`src/hdl/scu_pkg.sv`:
```
// Package with the shared constants and the term pipeline bus of the sine/cosine unit.
package scu_pkg;

  localparam logic [37:0] HALF_PI_Q32       = 38'h01921FB544;
  localparam logic [37:0] PI_Q32            = 38'h03243F6A89;
  localparam logic [37:0] THREE_HALF_PI_Q32 = 38'h04B65F1FCD;
  localparam logic [37:0] TWO_PI_Q32        = 38'h06487ED511;
  localparam logic [33:0] ONE_Q30           = 34'h040000000;

  typedef struct packed {
    logic               valid;
    logic               neg;
    logic [31:0]        x2;
    logic [30:0]        term;
    logic signed [33:0] sum;
  } term_bus_t;

endpackage

```
`src/hdl/scu_term.sv`:
```
// One Taylor term stage: multiplies by x squared and divides by a constant.
module scu_term #(
  parameter int K = 1
) (
  input  logic              clk,
  input  logic              rst_n,
  input  scu_pkg::term_bus_t bus_i,
  output scu_pkg::term_bus_t bus_o
);
  import scu_pkg::*;

  localparam int          C     = (2 * K) * (2 * K + 1);
  localparam logic [63:0] RECIP = (64'd1 << 33) / C;
  localparam logic [63:0] RND   = 64'(C) << 29;

  term_bus_t   a_r, b_r, c_r;
  logic [62:0] prod_r;
  logic [32:0] y_r;
  logic [63:0] qm_r;

  logic [63:0] y_full;
  logic [32:0] y_nxt;
  logic [63:0] qm_nxt;
  logic [30:0] q0;
  logic [41:0] rem;
  logic [30:0] q;
  term_bus_t   c_nxt;

  always_comb begin
    y_full = {1'b0, prod_r} + RND;
    y_nxt  = y_full[62:30];
    qm_nxt = 64'(y_nxt) * RECIP[30:0];
    q0     = qm_r[63:33];
    rem    = 42'(y_r) - 42'(q0) * 42'(C);
    q      = (rem >= 42'(C)) ? q0 + 31'd1 : q0;
    c_nxt      = b_r;
    c_nxt.term = q;
    if (K % 2 == 1) begin
      c_nxt.sum = b_r.sum - 34'(q);
    end else begin
      c_nxt.sum = b_r.sum + 34'(q);
    end
  end

  always_ff @(posedge clk) begin
    if (!rst_n) begin
      a_r <= '0;
      b_r <= '0;
      c_r <= '0;
    end else begin
      a_r <= bus_i;
      b_r <= a_r;
      c_r <= c_nxt;
    end
    prod_r <= 63'(bus_i.term) * 63'(bus_i.x2);
    y_r    <= y_nxt;
    qm_r   <= qm_nxt;
  end

  assign bus_o = c_r;

endmodule

```
`config.mk`:
```
export PLATFORM = sky130hd
export DESIGN_NAME = scu_term
export DESIGN_NICKNAME = d
export VERILOG_FILES = /design/src/hdl/scu_pkg.sv /design/src/hdl/scu_term.sv
export SDC_FILE = /design/constraint.sdc
export NUM_CORES = 2
export LEC_CHECK = 0
export BUFFER_PORTS_ARGS = -buffer_cell sky130_fd_sc_hd__buf_2
export CORE_MARGIN = 2
export CORE_UTILIZATION = 70
export DETAILED_ROUTE_END_ITERATION = 16
export PLACE_DENSITY_LB_ADDON = 0.08
export SYNTH_ARGS = -nofsm -noshare
export SYNTH_HDL_FRONTEND = slang
export SYNTH_SLANG_ARGS = --single-unit
```
`constraint.sdc`:
```
create_clock -name clk -period 23 [get_ports clk]
set_input_delay 2.3 -clock clk [delete_from_list [all_inputs] [get_ports clk]]
set_output_delay 2.3 -clock clk [all_outputs]
set_load 0.05 [all_outputs]
```
==> impl_metrics.toml <==
[sta]
clock_skew_ps = 44.62
finalSetupViolCount = 0
finalCriticalPeriod_ps = 11180
rsz0062_at_grt = "no"
timing.slew.headroom_pct = 22.74
report.final.slew_viol_count = 0
fin_crit_sh_pct = 48.63
final.setup.tns_ps = 0
fmax_mhz = 89.41
fin_ws_ps = 11820
worstMarginPinSlew_ps = 1151
hold_violations = 0

[logic_synthesis]
synth.area.top_cells = "fa_1, ha_1, dfxtp_1"
synth_largest_area_cell = "fa_1"
netlist_area_um2 = 59620
syn_avg_cell_area_um2 = 9.333
synth_edf_count = 0
async_flop_share_pct = 0
ys_seq_area_share_pct = 11.11
syn_inst = 6388
synth_common_cells = "inv_1, fa_1, nand2_1"
synth_ff_type = "dfxtp_1"
syn_nets = 8410
ys_ff_latch = 331
ys_types = 89
yosysWarnings = 0
synth_top_area_share_pct = 41.67
synth.most_common_cell = "inv_1"

[setup_path]
cp-end-kind = "register"
criticalPathCategory = "register to register"
ff2ff_setup_slack_ps = 11820
cp.required_ps = 23450
rr_startpoint = "prod_r[30]$_DFF_P_"
path_max_fanout = 8
crit_top_cell = "fa_1"
worstPathArrival_ps = 11640
max_stage_delay_ps = 590
r2r-end = "qm_r[63]$_DFF_P_"
cpMaxStageDelayCell = "xor2_1"
reg2reg_depth = 37
crit_path_start_kind = "register"

[placement]
placed_area_um2 = 61490
io_buffers = 199
preCtsSetupSlack_ps = 11680
dp.cells = 7540
dp_hpwl_um = 131500
gp_congestion = 1.045

[floorplan]
rows = 107
die_area_um2 = 87520
core_area_um2 = 84750
start_util_pct = 70.35
die_y_um = 295.8
io_pins = 200
die_w_um = 295.8

[cts]
clk_path_buf_depth = 3
insertion_delay_ps = 580
cts-resized-gates = 0
htreeDepth = 2
post_cts_buffers = 0
ctsHoldBuffers = 0
cts_made_buffers = 35
cts_tree = "built"
cts_sinks = 331
root_buffer = "clkbuf_16"
clk_pin_slew_ps = 80

[global_routing]
grtUsageTotal_pct = 39.14
antenna_found_initial = 5
overflow = 0
grt_first_pass_wirelength_um = 258900
grt_pass1_vias = 46958
grt_max_degree = 108

[final_layout]
stdcell_area_um2 = 62700
fin_cells = 7607
area_growth_pct = 5.165
drive_gt1_share_pct = 5.387
fin_nets = 8455

[route]
drtIter0Drc = 2957
drt_first_pass_iters = 7
drt_wl_total_um = 164700
avgViaCountPerCell = 5.759
wl_per_cell_um = 21.65
antenna_left = 0
drc = 0
vias = 43808

[hold_path]
hp-start = "b_r[88]$_SDFF_PN0_"
worstHoldPathType = "register to register"
min_delay_path_depth = 1
hold_end = "bus_o[88]$_SDFF_PN0_"

[status]
outcome = "finished, final reports clean"

[job]
drv_cap = 0
[metrics by stage]
step,hold WS (ps),util (%)
6_report,412.1,73.99
3_5_place_dp,417.7,72.56
2_1_floorplan,405.7,-
4_1_cts,421.3,73.98
3_3_place_gp,412.7,72.56
5_1_grt,438.3,73.99
[area by class of cell]
class | instances | area (um2)
clock inverter | 25 | 282.8
timing repair buffer | 248 | 1366
tap | 1144 | 1431
fill | 6340 | 22040
multi-input combinational | 4313 | 46420
antenna | 3 | 7.507
inverter | 1504 | 5645
clock buffer | 39 | 920.9
sequential | 331 | 6626
[cell families (layout without fill, tap and decap cells)]
family | count (synthesis) | in the layout | synth area share, %
adders and majority gates | 1922 | 1922 | 55.96
and+or+nand+nor | 1703 | 1703 | 13.39
buffers and inverters | 1744 | 1816 | 11.03
other | 0 | 3 | 0
DFF | 331 | 331 | 11.11
xor gates and xnor gates | 175 | 175 | 2.571
AOI/OAI and AO/OA | 504 | 504 | 5.784
muxes | 9 | 9 | 0.1511
[worst max-delay path by stage]
stage	startpoint	to	cells after the start
floorplan	bus_i[77]	prod_r[60]$_DFF_P_	33
global placement	bus_i[84]	prod_r[62]$_DFF_P_	31
global route	prod_r[30]$_DFF_P_	qm_r[63]$_DFF_P_	37
detailed placement	bus_i[83]	prod_r[62]$_DFF_P_	31
CTS	prod_r[30]$_DFF_P_	qm_r[63]$_DFF_P_	37
finish	prod_r[30]$_DFF_P_	qm_r[63]$_DFF_P_	37
[routing by layer]
layer / share of wire (%) / GRT usage (%) / up-vias
li1: - / - / 19272
met1: 37 / 48.72 / 21901
met2: 48 / 65.63 / 2112
met3: 9.0 / 7.435 / 519
met4: 5.9 / 19.62 / 4
met5: 0.017 / 0 / -
[placed cells by master (no fill, tap or decap), types with 50 or more instances in the layout]
cell,instances
inv_1,1503
buf_4,50
dfxtp_1,331
o21ai_0,86
nand2_1,901
fa_1,1241
buf_2,198
ha_1,680
xor2_1,66
a21oi_1,132
xnor2_1,109
a21o_1,80
nor2_1,161
and2_1,387
[critical path: cells and delay by family (launching register included)]
| family | cells | cell delay, ps |
|---|---|---|
| flip-flops | 1 | 340 |
| AND/OR/NAND/NOR | 10 | 2180 |
| XOR/XNOR | 2 | 710 |
| AO/OA/AOI/OAI | 10 | 2890 |
| buffers and inverters | 5 | 460 |
| adder cells (fa/ha/maj) | 10 | 4460 |
[state kept, by name, summed over array words and instances, names as in the netlist]
signal,count
prod_r,33
qm_r,32
bus_o,99
y_r,31
b_r,68
a_r,68
Power is left out: the tool's default activity adds up to more than one toggle a clock period on the data nets, which glitch-free logic cannot reach.
